### src/assert_macros.svh
// ---------------------------------------------------------------------------
// assert_macros.svh
// Concurrent assertion macros, empty when SYNTHESIS is defined.
// ---------------------------------------------------------------------------
`ifndef ASSERT_MACROS_SVH
`define ASSERT_MACROS_SVH

`ifndef SYNTHESIS
`define ASSERT_PROP(lbl, clk, rst, prop) \
  lbl: assert property (@(posedge clk) disable iff (rst) prop) \
    else $error("assertion failed");
`define ASSERT_NEVER(lbl, clk, rst, expr) \
  lbl: assert property (@(posedge clk) disable iff (rst) !(expr)) \
    else $error("forbidden condition seen");
`else
`define ASSERT_PROP(lbl, clk, rst, prop)
`define ASSERT_NEVER(lbl, clk, rst, expr)
`endif

`endif

### src/tpg_pkg.sv
// ---------------------------------------------------------------------------
// tpg_pkg
// Types, widths and register map of the trapezoidal profile generator.
// ---------------------------------------------------------------------------
package tpg_pkg;

  localparam int POSITION_WIDTH = 12;
  localparam int STEP_WIDTH     = 16;
  localparam int BLEND_WIDTH    = STEP_WIDTH - 1;
  localparam int DIFF_W         = POSITION_WIDTH + 1;

  localparam int OPND_W    = STEP_WIDTH + 1;
  localparam int MUL_A_W   = 2 * STEP_WIDTH + 1;
  localparam int MUL_B_W   = OPND_W;
  localparam int MUL_P_W   = MUL_A_W + MUL_B_W;
  localparam int MUL_CNT_W = $clog2(MUL_B_W);

  localparam int DEN_W     = 2 * STEP_WIDTH;
  localparam int NUM_W     = MUL_A_W + POSITION_WIDTH;
  localparam int Q_W       = POSITION_WIDTH;
  localparam int DIV_SH_W  = DEN_W + Q_W - 1;
  localparam int DIV_CNT_W = $clog2(Q_W);

  localparam int CFG_ADDR_W = 3;
  localparam int CFG_DATA_W = 32;

  localparam logic [CFG_ADDR_W-1:0] ADDR_TOTAL_STEPS = 3'd0;
  localparam logic [CFG_ADDR_W-1:0] ADDR_BLEND_STEPS = 3'd4;

  localparam logic [STEP_WIDTH-1:0]  TOTAL_STEPS_RESET = 16'd2000;
  localparam logic [BLEND_WIDTH-1:0] BLEND_STEPS_RESET = 15'd667;

  localparam logic ACTION_LOAD = 1'b0;
  localparam logic ACTION_TICK = 1'b1;

  typedef struct packed {
    logic                      action;
    logic [POSITION_WIDTH-1:0] dest_pulse;
  } in_t;

  typedef struct packed {
    logic [POSITION_WIDTH-1:0] pulse;
    logic                      moving;
    logic                      last;
  } out_t;

  typedef enum logic [2:0] {
    ST_IDLE,
    ST_MUL_M,
    ST_MUL_P,
    ST_DIV,
    ST_EMIT
  } tpg_state_t;

endpackage

### src/tpg_serial_mul.sv
// ---------------------------------------------------------------------------
// tpg_serial_mul
// Shift-add multiplier, one multiplier bit per cycle, LSB first.
// ---------------------------------------------------------------------------
module tpg_serial_mul (
  input  logic                          clk,
  input  logic                          rst,
  input  logic                          start,
  input  logic [tpg_pkg::MUL_A_W-1:0]   a,
  input  logic [tpg_pkg::MUL_B_W-1:0]   b,
  output logic                          done,
  output logic [tpg_pkg::MUL_P_W-1:0]   product
);
  import tpg_pkg::*;

  logic                 busy;
  logic [MUL_CNT_W-1:0] cnt;
  logic [MUL_A_W-1:0]   mcand;
  logic [MUL_P_W-1:0]   acc;
  logic [MUL_A_W:0]     upper_sum;

  assign upper_sum = {1'b0, acc[MUL_P_W-1:MUL_B_W]} + (acc[0] ? {1'b0, mcand} : '0);

  always_ff @(posedge clk) begin
    if (rst) begin
      busy <= 1'b0;
      cnt  <= '0;
      done <= 1'b0;
    end else begin
      done <= 1'b0;
      if (start) begin
        busy <= 1'b1;
        cnt  <= MUL_CNT_W'(MUL_B_W - 1);
      end else if (busy) begin
        cnt <= cnt - 1'b1;
        if (cnt == '0) begin
          busy <= 1'b0;
          done <= 1'b1;
        end
      end
    end
  end

  always_ff @(posedge clk) begin
    if (start) begin
      mcand <= a;
      acc   <= {{MUL_A_W{1'b0}}, b};
    end else if (busy) begin
      acc <= {upper_sum, acc[MUL_B_W-1:1]};
    end
  end

  assign product = acc;

endmodule

### src/tpg_serial_div.sv
// ---------------------------------------------------------------------------
// tpg_serial_div
// Restoring divider, one quotient bit per cycle, MSB first.
// ---------------------------------------------------------------------------
module tpg_serial_div (
  input  logic                        clk,
  input  logic                        rst,
  input  logic                        start,
  input  logic [tpg_pkg::NUM_W-1:0]   num,
  input  logic [tpg_pkg::DEN_W-1:0]   den,
  output logic                        done,
  output logic [tpg_pkg::Q_W-1:0]     quotient,
  output logic                        rem_nz
);
  import tpg_pkg::*;

  logic                 busy;
  logic [DIV_CNT_W-1:0] cnt;
  logic [NUM_W-1:0]     rem;
  logic [DIV_SH_W-1:0]  dsh;
  logic [Q_W-1:0]       q;
  logic [NUM_W-1:0]     dsh_ext;
  logic                 fits;

  assign dsh_ext = NUM_W'(dsh);
  assign fits    = (rem >= dsh_ext);

  always_ff @(posedge clk) begin
    if (rst) begin
      busy <= 1'b0;
      cnt  <= '0;
      done <= 1'b0;
    end else begin
      done <= 1'b0;
      if (start) begin
        busy <= 1'b1;
        cnt  <= DIV_CNT_W'(Q_W - 1);
      end else if (busy) begin
        cnt <= cnt - 1'b1;
        if (cnt == '0) begin
          busy <= 1'b0;
          done <= 1'b1;
        end
      end
    end
  end

  always_ff @(posedge clk) begin
    if (start) begin
      rem <= num;
      dsh <= {den, {(Q_W-1){1'b0}}};
      q   <= '0;
    end else if (busy) begin
      if (fits) begin
        rem <= rem - dsh_ext;
      end
      q   <= {q[Q_W-2:0], fits};
      dsh <= dsh >> 1;
    end
  end

  assign quotient = q;
  assign rem_nz   = |rem;

endmodule

### src/tpg_cfg.sv
// ---------------------------------------------------------------------------
// tpg_cfg
// APB register file: total step count and blend step count.
// ---------------------------------------------------------------------------
module tpg_cfg (
  input  logic                              clk,
  input  logic                              rst,
  input  logic                              psel,
  input  logic                              penable,
  input  logic                              pwrite,
  input  logic [tpg_pkg::CFG_ADDR_W-1:0]    paddr,
  input  logic [tpg_pkg::CFG_DATA_W-1:0]    pwdata,
  output logic [tpg_pkg::CFG_DATA_W-1:0]    prdata,
  output logic                              pready,
  output logic [tpg_pkg::STEP_WIDTH-1:0]    total_steps,
  output logic [tpg_pkg::BLEND_WIDTH-1:0]   blend_steps
);
  import tpg_pkg::*;

  logic wr_en;

  assign pready = 1'b1;
  assign wr_en  = psel && penable && pwrite;

  always_ff @(posedge clk) begin
    if (rst) begin
      total_steps <= TOTAL_STEPS_RESET;
      blend_steps <= BLEND_STEPS_RESET;
    end else if (wr_en) begin
      case (paddr)
        ADDR_TOTAL_STEPS: total_steps <= pwdata[STEP_WIDTH-1:0];
        ADDR_BLEND_STEPS: blend_steps <= pwdata[BLEND_WIDTH-1:0];
        default: ;
      endcase
    end
  end

  always_comb begin
    case (paddr)
      ADDR_TOTAL_STEPS: prdata = CFG_DATA_W'(total_steps);
      ADDR_BLEND_STEPS: prdata = CFG_DATA_W'(blend_steps);
      default:          prdata = '0;
    endcase
  end

endmodule

### src/trapezoidal_profile_generator.sv
// ---------------------------------------------------------------------------
// trapezoidal_profile_generator
// Servo setpoint generator with a trapezoidal velocity profile.
//
// Channel  Direction  Handshake            Payload
// in       input      in_valid/in_stall    in_t  {action, dest_pulse}
// out      output     out_valid/out_stall  out_t {pulse, moving, last}
// cfg      input      APB, pready tied 1   total_steps @0x0, blend_steps @0x4
//
// A tick during a move runs two passes of the shift-add multiplier and then
// the restoring divider before its result is loaded for output.
// A load updates the move registers and stays idle; a tick while idle skips
// the arithmetic and emits the held position. Reset is synchronous and clears
// the position, step count and move state. A stalled result holds in the output
// register; the next input transfer is taken as soon as the result is loaded there.
// ---------------------------------------------------------------------------
`include "assert_macros.svh"

module trapezoidal_profile_generator (
  input  logic                            clk,
  input  logic                            rst,
  input  logic                            in_valid,
  output logic                            in_stall,
  input  tpg_pkg::in_t                    in_data,
  output logic                            out_valid,
  input  logic                            out_stall,
  output tpg_pkg::out_t                   out_data,
  input  logic                            psel,
  input  logic                            penable,
  input  logic                            pwrite,
  input  logic [tpg_pkg::CFG_ADDR_W-1:0]  paddr,
  input  logic [tpg_pkg::CFG_DATA_W-1:0]  pwdata,
  output logic [tpg_pkg::CFG_DATA_W-1:0]  prdata,
  output logic                            pready
);
  import tpg_pkg::*;

  tpg_state_t state, state_next;

  logic [STEP_WIDTH-1:0]     total_steps;
  logic [BLEND_WIDTH-1:0]    blend_steps;

  logic [POSITION_WIDTH-1:0] start_position;
  logic [POSITION_WIDTH-1:0] goal_position;
  logic [POSITION_WIDTH-1:0] current_output;
  logic [STEP_WIDTH-1:0]     step_index;
  logic                      running;

  logic                      decel;
  logic                      fin;
  logic [STEP_WIDTH-1:0]     n_step;
  logic                      emit_move;
  out_t                      res;

  logic                      accept;
  logic                      start_m;
  logic                      start_p;
  logic                      div_start;
  logic                      res_load;
  logic                      idle_emit;
  logic                      emit_fire;

  logic [STEP_WIDTH-1:0]     n_total;
  logic [BLEND_WIDTH-1:0]    blend_lo;
  logic [BLEND_WIDTH-1:0]    b_c;
  logic [STEP_WIDTH-1:0]     n_c;
  logic [STEP_WIDTH-1:0]     nb;
  logic [STEP_WIDTH-1:0]     rem_steps;
  logic                      accel_c;
  logic                      cruise_c;
  logic [OPND_W-1:0]         op_a;
  logic [OPND_W-1:0]         op_b;

  logic [DIFF_W-1:0]         diff;
  logic [DIFF_W-1:0]         diff_abs;
  logic                      neg;
  logic [POSITION_WIDTH-1:0] base;
  logic [POSITION_WIDTH-1:0] q_adj;
  logic [POSITION_WIDTH-1:0] pulse_calc;

  logic                      mul_start;
  logic [MUL_A_W-1:0]        mul_a;
  logic [MUL_B_W-1:0]        mul_b;
  logic                      mul_done;
  logic [MUL_P_W-1:0]        mul_prod;
  logic                      den_done;
  logic [MUL_P_W-1:0]        den_prod;
  logic                      div_done;
  logic [Q_W-1:0]            div_q;
  logic                      div_rem_nz;

  tpg_cfg u_cfg (
    .clk         (clk),
    .rst         (rst),
    .psel        (psel),
    .penable     (penable),
    .pwrite      (pwrite),
    .paddr       (paddr),
    .pwdata      (pwdata),
    .prdata      (prdata),
    .pready      (pready),
    .total_steps (total_steps),
    .blend_steps (blend_steps)
  );

  // clamp step counts and pick the profile segment
  always_comb begin
    n_total   = (total_steps < STEP_WIDTH'(2)) ? STEP_WIDTH'(2) : total_steps;
    blend_lo  = (blend_steps == '0) ? BLEND_WIDTH'(1) : blend_steps;
    b_c       = (blend_lo > n_total[STEP_WIDTH-1:1]) ? n_total[STEP_WIDTH-1:1] : blend_lo;
    n_c       = (step_index > n_total) ? n_total : step_index;
    nb        = n_total - STEP_WIDTH'(b_c);
    rem_steps = n_total - n_c;
    accel_c   = (n_c <= STEP_WIDTH'(b_c));
    cruise_c  = (n_c < nb);
    if (accel_c) begin
      op_a = OPND_W'(n_c);
      op_b = OPND_W'(n_c);
    end else if (cruise_c) begin
      op_a = {n_c, 1'b0} - OPND_W'(b_c);
      op_b = OPND_W'(b_c);
    end else begin
      op_a = OPND_W'(rem_steps);
      op_b = OPND_W'(rem_steps);
    end
  end

  always_comb begin
    diff       = {1'b0, goal_position} - {1'b0, start_position};
    diff_abs   = diff[DIFF_W-1] ? (~diff + 1'b1) : diff;
    neg        = diff[DIFF_W-1] ^ decel;
    base       = decel ? goal_position : start_position;
    q_adj      = div_q + POSITION_WIDTH'(neg && div_rem_nz);
    pulse_calc = neg ? (base - q_adj) : (base + q_adj);
  end

  assign mul_start = start_m || start_p;
  assign mul_a     = (state == ST_IDLE) ? MUL_A_W'(op_a) : mul_prod[MUL_A_W-1:0];
  assign mul_b     = (state == ST_IDLE) ? op_b : MUL_B_W'(diff_abs[POSITION_WIDTH-1:0]);

  tpg_serial_mul u_mul (
    .clk     (clk),
    .rst     (rst),
    .start   (mul_start),
    .a       (mul_a),
    .b       (mul_b),
    .done    (mul_done),
    .product (mul_prod)
  );

  tpg_serial_mul u_den_mul (
    .clk     (clk),
    .rst     (rst),
    .start   (start_m),
    .a       (MUL_A_W'(nb)),
    .b       (MUL_B_W'(b_c)),
    .done    (den_done),
    .product (den_prod)
  );

  tpg_serial_div u_div (
    .clk      (clk),
    .rst      (rst),
    .start    (div_start),
    .num      (mul_prod[NUM_W-1:0]),
    .den      ({den_prod[DEN_W-2:0], 1'b0}),
    .done     (div_done),
    .quotient (div_q),
    .rem_nz   (div_rem_nz)
  );

  always_ff @(posedge clk) begin
    if (rst) begin
      state <= ST_IDLE;
    end else begin
      state <= state_next;
    end
  end

  always_comb begin
    state_next = state;
    in_stall   = 1'b1;
    accept     = 1'b0;
    start_m    = 1'b0;
    start_p    = 1'b0;
    div_start  = 1'b0;
    res_load   = 1'b0;
    idle_emit  = 1'b0;
    emit_fire  = 1'b0;
    case (state)
      ST_IDLE: begin
        in_stall = 1'b0;
        accept   = in_valid;
        if (in_valid && in_data.action == ACTION_TICK) begin
          if (running) begin
            start_m    = 1'b1;
            state_next = ST_MUL_M;
          end else begin
            idle_emit  = 1'b1;
            state_next = ST_EMIT;
          end
        end
      end
      ST_MUL_M: begin
        if (mul_done) begin
          start_p    = 1'b1;
          state_next = ST_MUL_P;
        end
      end
      ST_MUL_P: begin
        if (mul_done) begin
          div_start  = 1'b1;
          state_next = ST_DIV;
        end
      end
      ST_DIV: begin
        if (div_done) begin
          res_load   = 1'b1;
          state_next = ST_EMIT;
        end
      end
      ST_EMIT: begin
        if (!out_valid || !out_stall) begin
          emit_fire  = 1'b1;
          state_next = ST_IDLE;
        end
      end
      default: state_next = ST_IDLE;
    endcase
  end

  always_ff @(posedge clk) begin
    if (rst) begin
      start_position <= '0;
      goal_position  <= '0;
      current_output <= '0;
      step_index     <= '0;
      running        <= 1'b0;
    end else if (accept && in_data.action == ACTION_LOAD) begin
      goal_position  <= in_data.dest_pulse;
      start_position <= current_output;
      step_index     <= '0;
      running        <= 1'b1;
    end else if (emit_fire && emit_move) begin
      current_output <= res.pulse;
      if (fin) begin
        start_position <= goal_position;
        running        <= 1'b0;
        step_index     <= '0;
      end else begin
        step_index <= n_step + 1'b1;
      end
    end
  end

  always_ff @(posedge clk) begin
    if (start_m) begin
      decel     <= !accel_c && !cruise_c;
      fin       <= (n_c == n_total);
      n_step    <= n_c;
      emit_move <= 1'b1;
    end else if (idle_emit) begin
      res       <= '{pulse: current_output, moving: 1'b0, last: 1'b0};
      emit_move <= 1'b0;
    end else if (res_load) begin
      res <= '{pulse: pulse_calc, moving: 1'b1, last: fin};
    end
  end

  always_ff @(posedge clk) begin
    if (rst) begin
      out_valid <= 1'b0;
    end else if (emit_fire) begin
      out_valid <= 1'b1;
    end else if (!out_stall) begin
      out_valid <= 1'b0;
    end
  end

  always_ff @(posedge clk) begin
    if (emit_fire) begin
      out_data <= res;
    end
  end

  `ASSERT_PROP(a_idle_step_zero, clk, rst, !running |-> (step_index == '0))
  `ASSERT_PROP(a_mul_done_state, clk, rst, mul_done |-> (state == ST_MUL_M || state == ST_MUL_P))
  `ASSERT_PROP(a_den_with_mul, clk, rst, den_done |-> (mul_done && state == ST_MUL_M))
  `ASSERT_PROP(a_last_moving, clk, rst, (out_valid && out_data.last) |-> out_data.moving)
  `ASSERT_PROP(a_out_from_emit, clk, rst, $rose(out_valid) |-> ($past(state) == ST_EMIT))
  `ASSERT_NEVER(a_div_in_mul, clk, rst, div_done && mul_done)

endmodule

### config.mk
export PLATFORM = sky130hd
export DESIGN_NAME = trapezoidal_profile_generator
export DESIGN_NICKNAME = d
export VERILOG_FILES = /design/src/tpg_pkg.sv /design/src/tpg_serial_mul.sv /design/src/tpg_serial_div.sv /design/src/tpg_cfg.sv /design/src/trapezoidal_profile_generator.sv
export VERILOG_INCLUDE_DIRS = /design/src /design/src/src
export SDC_FILE = /design/constraint.sdc
export NUM_CORES = 1
export LEC_CHECK = 0
export ABC_AREA = 1
export BUFFER_PORTS_ARGS = -buffer_cell sky130_fd_sc_hd__buf_2
export CAP_MARGIN = 20
export CORE_MARGIN = 1.5
export CORE_UTILIZATION = 35
export DETAILED_ROUTE_END_ITERATION = 7
export GPL_TIMING_DRIVEN = 0
export PLACE_DENSITY = 0.49
export SLEW_MARGIN = 40
export SYNTH_ARGS = -nofsm -noshare
export SYNTH_HDL_FRONTEND = slang
export SYNTH_HIERARCHICAL = 1
export SYNTH_SLANG_ARGS = --single-unit
### constraint.sdc
create_clock -name clk -period 6.4 [get_ports clk]
set_input_delay 0.32 -clock clk [delete_from_list [all_inputs] [get_ports clk]]
set_output_delay 0.32 -clock clk [all_outputs]
set_load 0.01 [all_outputs]
After elaboration in Yosys (flattened, before gate mapping)

Index checks and enable logic that the tools add are counted.

Muxes and demuxes: 75
Add/sub/neg operators: 15
Shift-type cells: 0
Reduce and logical (&&, ||, !) cells: 40
Multipliers: 0
Bitwise logic cells: 7
Divide/modulo/power cells: 0
Equality and inequality tests: 12
Magnitude comparators: 6

Operator list:

| operator                                                                       | number |
|---|---|
| 45-bit two-way mux                                                             | 3 |
| 17-bit two-way mux                                                             | 6 |
| 16-bit two-way mux                                                             | 6 |
| 43-bit two-way mux                                                             | 2 |
| 12-bit two-way mux                                                             | 6 |
| 15-bit two-way mux                                                             | 4 |
| 45-bit by 43-bit >= comparator with 1-bit output                               | 1 |
| 45-bit OR reduction                                                            | 1 |
| 45-bit by 43-bit subtractor with 45-bit output                                 | 1 |
| 33-bit by 16-bit adder with 34-bit output                                      | 1 |
| 33-bit by 33-bit adder with 34-bit output                                      | 1 |
| 33-bit two-way mux                                                             | 1 |
| 16-bit case mux with 2 select lines                                            | 1 |
| 1-bit two-way mux                                                              | 31 |
| 14-bit two-way mux                                                             | 2 |
| 5-bit two-way mux                                                              | 4 |
| 3-bit two-way mux                                                              | 6 |
| 17-bit by 15-bit subtractor with 17-bit output                                 | 1 |
| 16-bit by 1-bit adder with 16-bit output (second input constant)               | 1 |
| 16-bit equality test                                                           | 1 |
| 16-bit greater-than comparator                                                 | 1 |
| 16-bit by 15-bit <= comparator with 1-bit output                               | 1 |
| 16-bit less-than comparator                                                    | 1 |
| 16-bit by 2-bit less-than comparator with 1-bit output (second input constant) | 1 |
| other kinds (32)                                                               | 71 |

Logic and storage cells: 196
Register bits: 403
Memory bits (writable): 0
Bits in latches: 0
Input port bits: 55
Output and inout bits: 49
Bits in read-only memories: 0
Memories: 0

Longest topological paths before layout

Gate-level depths: netlist of the first run.

Depth after elaboration: 10
Mapped depth: 47
Mapped depth without buffers: 46

Cells and area by module

The synthesis of the first run kept the hierarchy.

Modules (own cells, without submodules):

| module                        | cells each | sequential area each (sq um) | instances | area an instance (sq um) |
|---|---|---|---|---|
| tpg_serial_mul                | 897        | 2302.2                       | 2         | 5965.7 |
| trapezoidal_profile_generator | 1737       | 2542.4                       | 1         | 11260.8 |
| tpg_serial_div                | 1240       | 2892.8                       | 1         | 8172.8 |
| tpg_cfg                       | 249        | 620.6                        | 1         | 1637.8 |

Least setup slack after synthesis of the first run

OpenSTA, ideal clock, no wires.

Path kind: register to register
From: register state[1]
To: register u_mul.acc[0] (netlist: u_mul/product[0]) (enable)
Stages on the path, launching flop included: 10
Data required time: 6027 ps
Clock period less this slack: 7052 ps
Path buffers: 2
Setup slack: -652 ps
Library setup time: 373 ps
Arrival: 6679 ps
Cells stage by stage: dfxtp_1 > nor2_1 > nand2_1 > clkbuf_1 > nor3_1 > inv_1 > o21ai_0 > clkbuf_1 > nor2_1 > inv_1

Longest elaborated chain between the ends: 4
Elaborated cells between the ends (all ways): 6
Those cells by class: 1 x eq/ne; 2 x mux; 3 x reduce/logical

Ends and longest elaborated chain:

| what                                | line                                 | source |
|---|---|---|
| start: declaration                  | trapezoidal_profile_generator.sv:38  | `tpg_state_t state, state_next;` |
| start signal: assignment            | trapezoidal_profile_generator.sv:176 | `state <= state_next;` |
| 3-bit zero test                     | trapezoidal_profile_generator.sv:190 | `case (state)` |
| 1-bit two-way mux                   | trapezoidal_profile_generator.sv:190 |  |
| via start_m                         | trapezoidal_profile_generator.sv:56  | `logic start_m;` |
| 1-bit logical OR                    | trapezoidal_profile_generator.sv:137 | `assign mul_start = start_m \|\| start_p;` |
| via mul_start                       | trapezoidal_profile_generator.sv:81  | `logic mul_start;` |
| 2-bit nonzero test (no source line) | --                                   |  |
| end signal: assignment              | tpg_serial_mul.sv:47                 | `acc <= {{MUL_A_W{1'b0}}, b};` |
| end signal: assignment              | tpg_serial_mul.sv:49                 | `acc <= {upper_sum, acc[MUL_B_W-1:1]};` |
| end: declaration                    | tpg_serial_mul.sv:19                 | `logic [MUL_P_W-1:0] acc;` |

The timed path passes the listed nets, and every way through them passes these cells.
A chain may end at the register's enable or synchronous reset.

Final worst setup path of the first run

From: register u_cfg/total_steps[14] in the netlist's numbering
To: register u_mul.acc[5] (netlist: u_mul/product[5]) (data pin)

Longest elaborated chain between the ends: 10
Elaborated cells between the ends (all ways): 14
Those cells by class: 2 x add/sub; 5 x order compare; 7 x mux

Ends and longest elaborated chain:

| what                                                   | line                                 | source |
|---|---|---|
| start: declaration                                     | tpg_cfg.sv:15                        | `output logic [tpg_pkg::STEP_WIDTH-1:0] total_steps,` |
| start signal: assignment                               | tpg_cfg.sv:31                        | `ADDR_TOTAL_STEPS: total_steps <= pwdata[STEP_WIDTH-1:0];` |
| 16-bit by 2-bit less-than comparator with 1-bit output | trapezoidal_profile_generator.sv:108 | `n_total = (total_steps < STEP_WIDTH'(2)) ? STEP_WIDTH'(2) : total_steps;` |
| 16-bit two-way mux *                                   | trapezoidal_profile_generator.sv:108 |  |
| 15-bit greater-than comparator                         | trapezoidal_profile_generator.sv:110 | `b_c = (blend_lo > n_total[STEP_WIDTH-1:1]) ? n_total[STEP_WIDTH-1:1] : blend_lo;` |
| 15-bit two-way mux *                                   | trapezoidal_profile_generator.sv:110 |  |
| via b_c[13]                                            | trapezoidal_profile_generator.sv:65  | `logic [BLEND_WIDTH-1:0] b_c;` |
| 16-bit by 15-bit subtractor with 16-bit output *       | trapezoidal_profile_generator.sv:112 | `nb = n_total - STEP_WIDTH'(b_c);` |
| via nb[14]                                             | trapezoidal_profile_generator.sv:67  | `logic [STEP_WIDTH-1:0] nb;` |
| 16-bit less-than comparator *                          | trapezoidal_profile_generator.sv:115 | `cruise_c = (n_c < nb);` |
| 16-bit two-way mux *                                   | trapezoidal_profile_generator.sv:119 | `end else if (cruise_c) begin` |
| 16-bit two-way mux *                                   | trapezoidal_profile_generator.sv:116 | `if (accel_c) begin` |
| 17-bit two-way mux *                                   | trapezoidal_profile_generator.sv:139 | `assign mul_b = (state == ST_IDLE) ? op_b : MUL_B_W'(diff_abs[POSITION_WIDTH-1:0]);` |
| via mul_b[5]                                           | trapezoidal_profile_generator.sv:83  | `logic [MUL_B_W-1:0] mul_b;` |
| 17-bit two-way mux *                                   | tpg_serial_mul.sv:45                 | `if (start) begin` |

Mark *: on every way through the listed nets, which the timed path passes. The rest lies on a longest branch.

==> results of run 1 <==
routing by layer:
layer  global-route usage  up-vias
li1                     -    16135
met2               0.3713      649
met5                    0        -
met1               0.3277    14154
met4              0.06058        0
met3              0.02275      117
final timing paths:
| check | slack [ns] | startpoint | end |
|---|---|---|---|
| worst max-delay path | 0.36 | u_cfg/total_steps[14]$_SDFFE_PP0P_ | u_mul/product[5]$_DFFE_PP_ |
| worst min-delay path | 0.03 | in_data[11] | goal_position[11]$_SDFFE_PP0P_ |
| worst max register to register | 0.36 | u_cfg/total_steps[14]$_SDFFE_PP0P_ | u_mul/product[5]$_DFFE_PP_ |
| worst min register to register | 0.43 | res[1]$_SDFFCE_PP0P_ | out_data[1]$_DFFE_PP_ |
flip-flops by register name, indices dropped and copies added, names as in the netlist, 3 cells and up:
signal	cells
u_den_mul/product	50
u_mul/product	50
u_div/rem	45
u_div/dsh	43
u_den_mul/mcand	33
u_mul/mcand	33
n_step	16
step_index	16
u_cfg/total_steps	16
u_cfg/blend_steps	15
out_data	14
res	14
current_output	12
goal_position	12
start_position	12
u_div/quotient	12
u_den_mul/cnt	5
u_mul/cnt	5
u_div/cnt	4
state	3
worst reg2reg max path, delay by kind of cell (launching register included):
family	cells	cell delay, ns
AOI/OAI and AO/OA	5	0.84
xor gates and xnor gates	1	0.26
adders and majority gates	3	0.82
buffers and inverters	10	1.39
DFF	1	0.37
and+or+nand+nor	21	2.26
where the power goes:
part | switching, W | internal (W) | total, W
clock | 0.00125 | 0.00182 | 0.00307
sequential | 0.000194 | 0.00309 | 0.00329
combinational | 0.00176 | 0.000885 | 0.00264
layout by cell type, fill, tap and decap left out, types with 104 or more instances in the layout:
cell type / count
clkbuf_1: 104
inv_1: 872
a21oi_1: 255
nand3_1: 275
ha_1: 235
o21ai_0: 170
nor2_1: 390
edfxtp_1: 223
nand2_1: 1677
dfxtp_1: 185
through the flow:
step | TNS [ns] | hold WS (ns) | power, W | area [um^2]
3_3_place_gp | -319.44 | 0.4113 | 0.005876 | 35030
3_5_place_dp | -24.12 | 0.4110 | 0.005888 | 35280
5_1_grt | -0.08975 | 0.02678 | 0.009520 | 37570
4_1_cts | 0 | 0.001347 | 0.009031 | 37350
6_report | 0 | 0.03367 | 0.009003 | 37570
2_1_floorplan | 0 | 0.3894 | 0.005056 | 33110
cell type report:
class                      instances  area, um^2
inverter                         912        3435
clock inverter                    24       216.5
fill                           10250       55760
tap                             1254        1569
buffer                           149       779.5
sequential                       420       10660
timing repair buffer             118       834.6
clock buffer                      74        1562
multi-input combinational       3572       18510
timing repair:
action                                 4_1_cts  5_1_grt
setup endpoints to repair                   35       36
hold buffers                                23        0
resized for setup                           22       47
pin swaps                                    1        2
endpoints found under the hold margin       26        0
setup buffers                                3        7
==> results.toml, run 1 <==
[placement]
place_ws_ns = -0.8948
placed_cells = 6392
place_congestion = 0.9424
hpwl_mm = 90.44
io_buffers = 70

[sta]
finalWorstSetupSlack_ns = 0.3609
rsz0062_at_grt = "yes"
final-max-slew-violation-count = 0
period_share = 0.9436
worstMarginPinSlew_ns = 0.8958
setup_viol = 0
fmax_ghz = 0.1656
hold_viol_final = 0
fin_crit_ns = 6.039
slew_headroom = 0.4028
finClkSkew_ns = 0.02111

[clock_tree]
clk_latency_ns = 0.63
clock_sinks = 420
clk_pin_slew_ns = 0.06
cts_buffers = 52
h-tree-depth = 2
tritoncts = "yes"
root_buffer = "clkbuf_16"
cts_max_path_buffers = 3

[worst_setup_path]
critical_path_class = "register to register"
worstPathArrival_ns = 6.55
slowest_stage = "dfxtp_1"
cp-start-kind = "register"
max_stage_delay_ns = 0.37
critPathMaxFanout = 10
cp_top_family = "simple AND/OR/NAND/NOR gates"
worstPathRequired_ns = 6.91
worst-path-stages = 40
critPathMostFrequentCell = "nand2_1"
critPathBufInv = 10
r2r_cells = 40
cp-end-kind = "register"

[global_route]
grt_pass1_vias = 29248
antenna_found_initial = 1
grt_pass1_wl_mm = 170.1
grt_util_all_layers = 0.2303
grt_max_degree = 40
grt_overflow = 0

[power_and_ir_drop]
peakVddDrop_uv = 175.8
p_leak_nw = 18.98
power_per_cell_area_nw_per_um2 = 239.7

[floorplanning]
fp.dieW_um = 310.0
die_area_um2 = 96070
die_h_um = 310.0
pin_count = 104
rows = 112
coreArea_um2 = 93330
start_util = 0.3533

[synthesis]
syn_inst = 5018
syn_area_per_cell_um2 = 6.572
syn_area_um2 = 32980
ys_warn_count = 6

[worst_hold_path]
hp-class = "input pin to register"
hold_path_depth = 3

[cells_and_area]
drive_above_1_share = 0.08882
area_delta_synth_final_pct = 13.91
fin_util = 0.4025
stdcell_count = 6523
diodes = 0
nNetsFinal = 5522

[route]
routed-wl-met2_mm = 49.19
drt-vias-per-instance = 4.761
drt-total-wl_mm = 110.9
drtIter0Drc = 2084
wire_per_inst_um = 17.00
wl_met3_mm = 4.740
vias = 31055
first_pass_iters = 5
drt-met1-wl_mm = 54.42
drc = 0
antenna_left = 0
top_layer = "met4"

[status]
status = "completed"

[run]
cap_violations = 0
(Power assumes the default switching activity.)
==> inputs of run 2 (changes only) <==
Settings changed: ABC_AREA 1 to default, BUFFER_PORTS_ARGS -buffer_cell sky130_fd_sc_hd__buf_2 to -buffer_cell sky130_fd_sc_hd__buf_4.
==> run 2 against run 1 <==
  * The flow now finishes with violations (setup timing)
  * Largest cell class unchanged
  * Critical path type unchanged
  * Worst setup slack worse by 0.42 ns
  * Critical endpoint is now u_mul/mcand[10]$_DFFE_PP_
  * Critical path depth down 10
  * Sequential power down 2%
==> results.toml, run 2 <==
[status]
status = "finished with violations"
violations = "setup timing"

[clock_tree]
cts_buffers = 51
tritoncts = "yes"
clk_pin_slew_ns = 0.06
clock_sinks = 420
root_buffer = "clkbuf_16"
cts_max_path_buffers = 3
h-tree-depth = 2
clk_latency_ns = 0.62

[worst_setup_path]
max_stage_delay_ns = 0.42
rr_startpoint = "u_cfg/blend_steps[10]$_SDFFE_PP0P_"
r2r_setup_slack_ns = -0.06
critPathMostFrequentCell = "a21o_1"
critPathMaxFanout = 8
cp-start-kind = "register"
crit_start = "u_cfg/blend_steps[10]$_SDFFE_PP0P_"
worstPathArrival_ns = 6.84
slowest_stage = "a211o_4"
critical_path_class = "register to register"
cp-end-kind = "register"
worstPathRequired_ns = 6.79

[cells_and_area]
nNetsFinal = 3984
layout_common_cells = "nand2_1 (362), nor2_1 (286), a21oi_1 (236), ha_1 (230), edfxtp_1 (223)"
fin_util = 0.4208
area_delta_synth_final_pct = 19.40
layout_commonest_cell = "nand2_1"
diodes = 0
drive_above_1_share = 0.1405

[sta]
finalWorstSetupSlack_ns = -0.05626
period_share = 1.009
final-max-slew-violation-count = 0
worstMarginPinSlew_ns = 0.9525
fmax_ghz = 0.1549
slew_headroom = 0.3650
finClkSkew_ns = 0.02020
fin_crit_ns = 6.456
hold_viol_final = 0
setup_viol = 1
rsz0062_at_grt = "yes"

[worst_hold_path]
hp-class = "input pin to register"
hp-start = "paddr[1]"

[floorplanning]
die_h_um = 295.3
rows = 107
coreArea_um2 = 84880
die_area_um2 = 87230
start_util = 0.3524
fp.dieW_um = 295.3
pin_count = 104

[route]
drc = 0
drt-vias-per-instance = 5.275
antenna_left = 0
wire_per_inst_um = 19.85
drtIter0Drc = 1688
drt-total-wl_mm = 96.75
vias = 25708
first_pass_iters = 5

[synthesis]
ys_warn_count = 6
syn_area_per_cell_um2 = 8.713
syn_inst = 3433
syn_area_um2 = 29910

[global_route]
grt_overflow = 0
grt_pass1_wl_mm = 147.5
grt_util_all_layers = 0.2187
grt_max_degree = 36
antenna_found_initial = 0
grt_pass1_vias = 24840

[placement]
io_buffers = 69
place_congestion = 0.8855
hpwl_mm = 74.51
place_ws_ns = -1.490

[run]
cap_violations = 0

[power_and_ir_drop]
p_leak_nw = 14.11
total_power_w = 0.008204
peakVddDrop_uv = 215.0
power_per_cell_area_nw_per_um2 = 229.7
## run 2: worst max-delay path: cells and delay by family, from the launching register on
kind	cells	cell delay (ns)
AO/OA/AOI/OAI	16	3.08
XOR/XNOR	1	0.16
adder cells (fa/ha/maj)	3	0.82
buffers and inverters	4	0.59
flip-flops	1	0.38
multiplexers	1	0.29
AND/OR/NAND/NOR	5	0.92
## run 2: metrics by stage
stage               setup TNS, ns  cell area, um^2  instances  hold slack [ns]
floorplan                       0            30050       3468           0.3924
detailed placement         -43.34            32170       4687           0.4115
global route               -4.408            35710       4874          0.05698
CTS                             0            34910       4845          0.01652
finish                   -0.05626            35710       4874          0.06208
global placement           -54.56            32000       4681           0.4052
## run 2: worst paths after layout
kind                                       endpoint  depth (start not counted)
setup / recovery          u_mul/mcand[10]$_DFFE_PP_                         30
hold / removal    u_cfg/total_steps[0]$_SDFFE_PP0P_                          4
setup reg to reg          u_mul/mcand[10]$_DFFE_PP_                         30
hold reg to reg               out_data[0]$_DFFE_PP_                          0
## run 2: repair_timing
item	4_1_cts	5_1_grt
pin swaps	15	50
buffers inserted	33	31
gates resized for setup	117	145
cloned	1	2
hold buffers	29	0
endpoints found under the setup margin	39	37
endpoints found under the hold margin	42	0
## run 2: area by class of cell
cell class	instances	area (um^2)
multi-input cells	2652	18650
inverters	179	691.9
repair buffers	171	1463
well taps	1144	1431
plain buffers	212	996.0
clock buffers	76	1519
clock inverters	20	256.5
fillers	8636	49160
flip-flops and latches	420	10710
## run 2: where the power goes
group | leakage [nW] | internal (W) | switching, W
clock | 0.863 | 0.00182 | 0.00124
sequential | 3.65 | 0.00304 | 0.000184
combinational | 9.60 | 0.000799 | 0.00112
## run 2: per-layer routing
layer	track usage	wire length, um	vias up
met5	0	0	-
met1	0.3042	46460	12334
met3	0.02188	3494	139
met4	0.07029	2703	0
li1	-	-	12748
met2	0.3550	44090	487
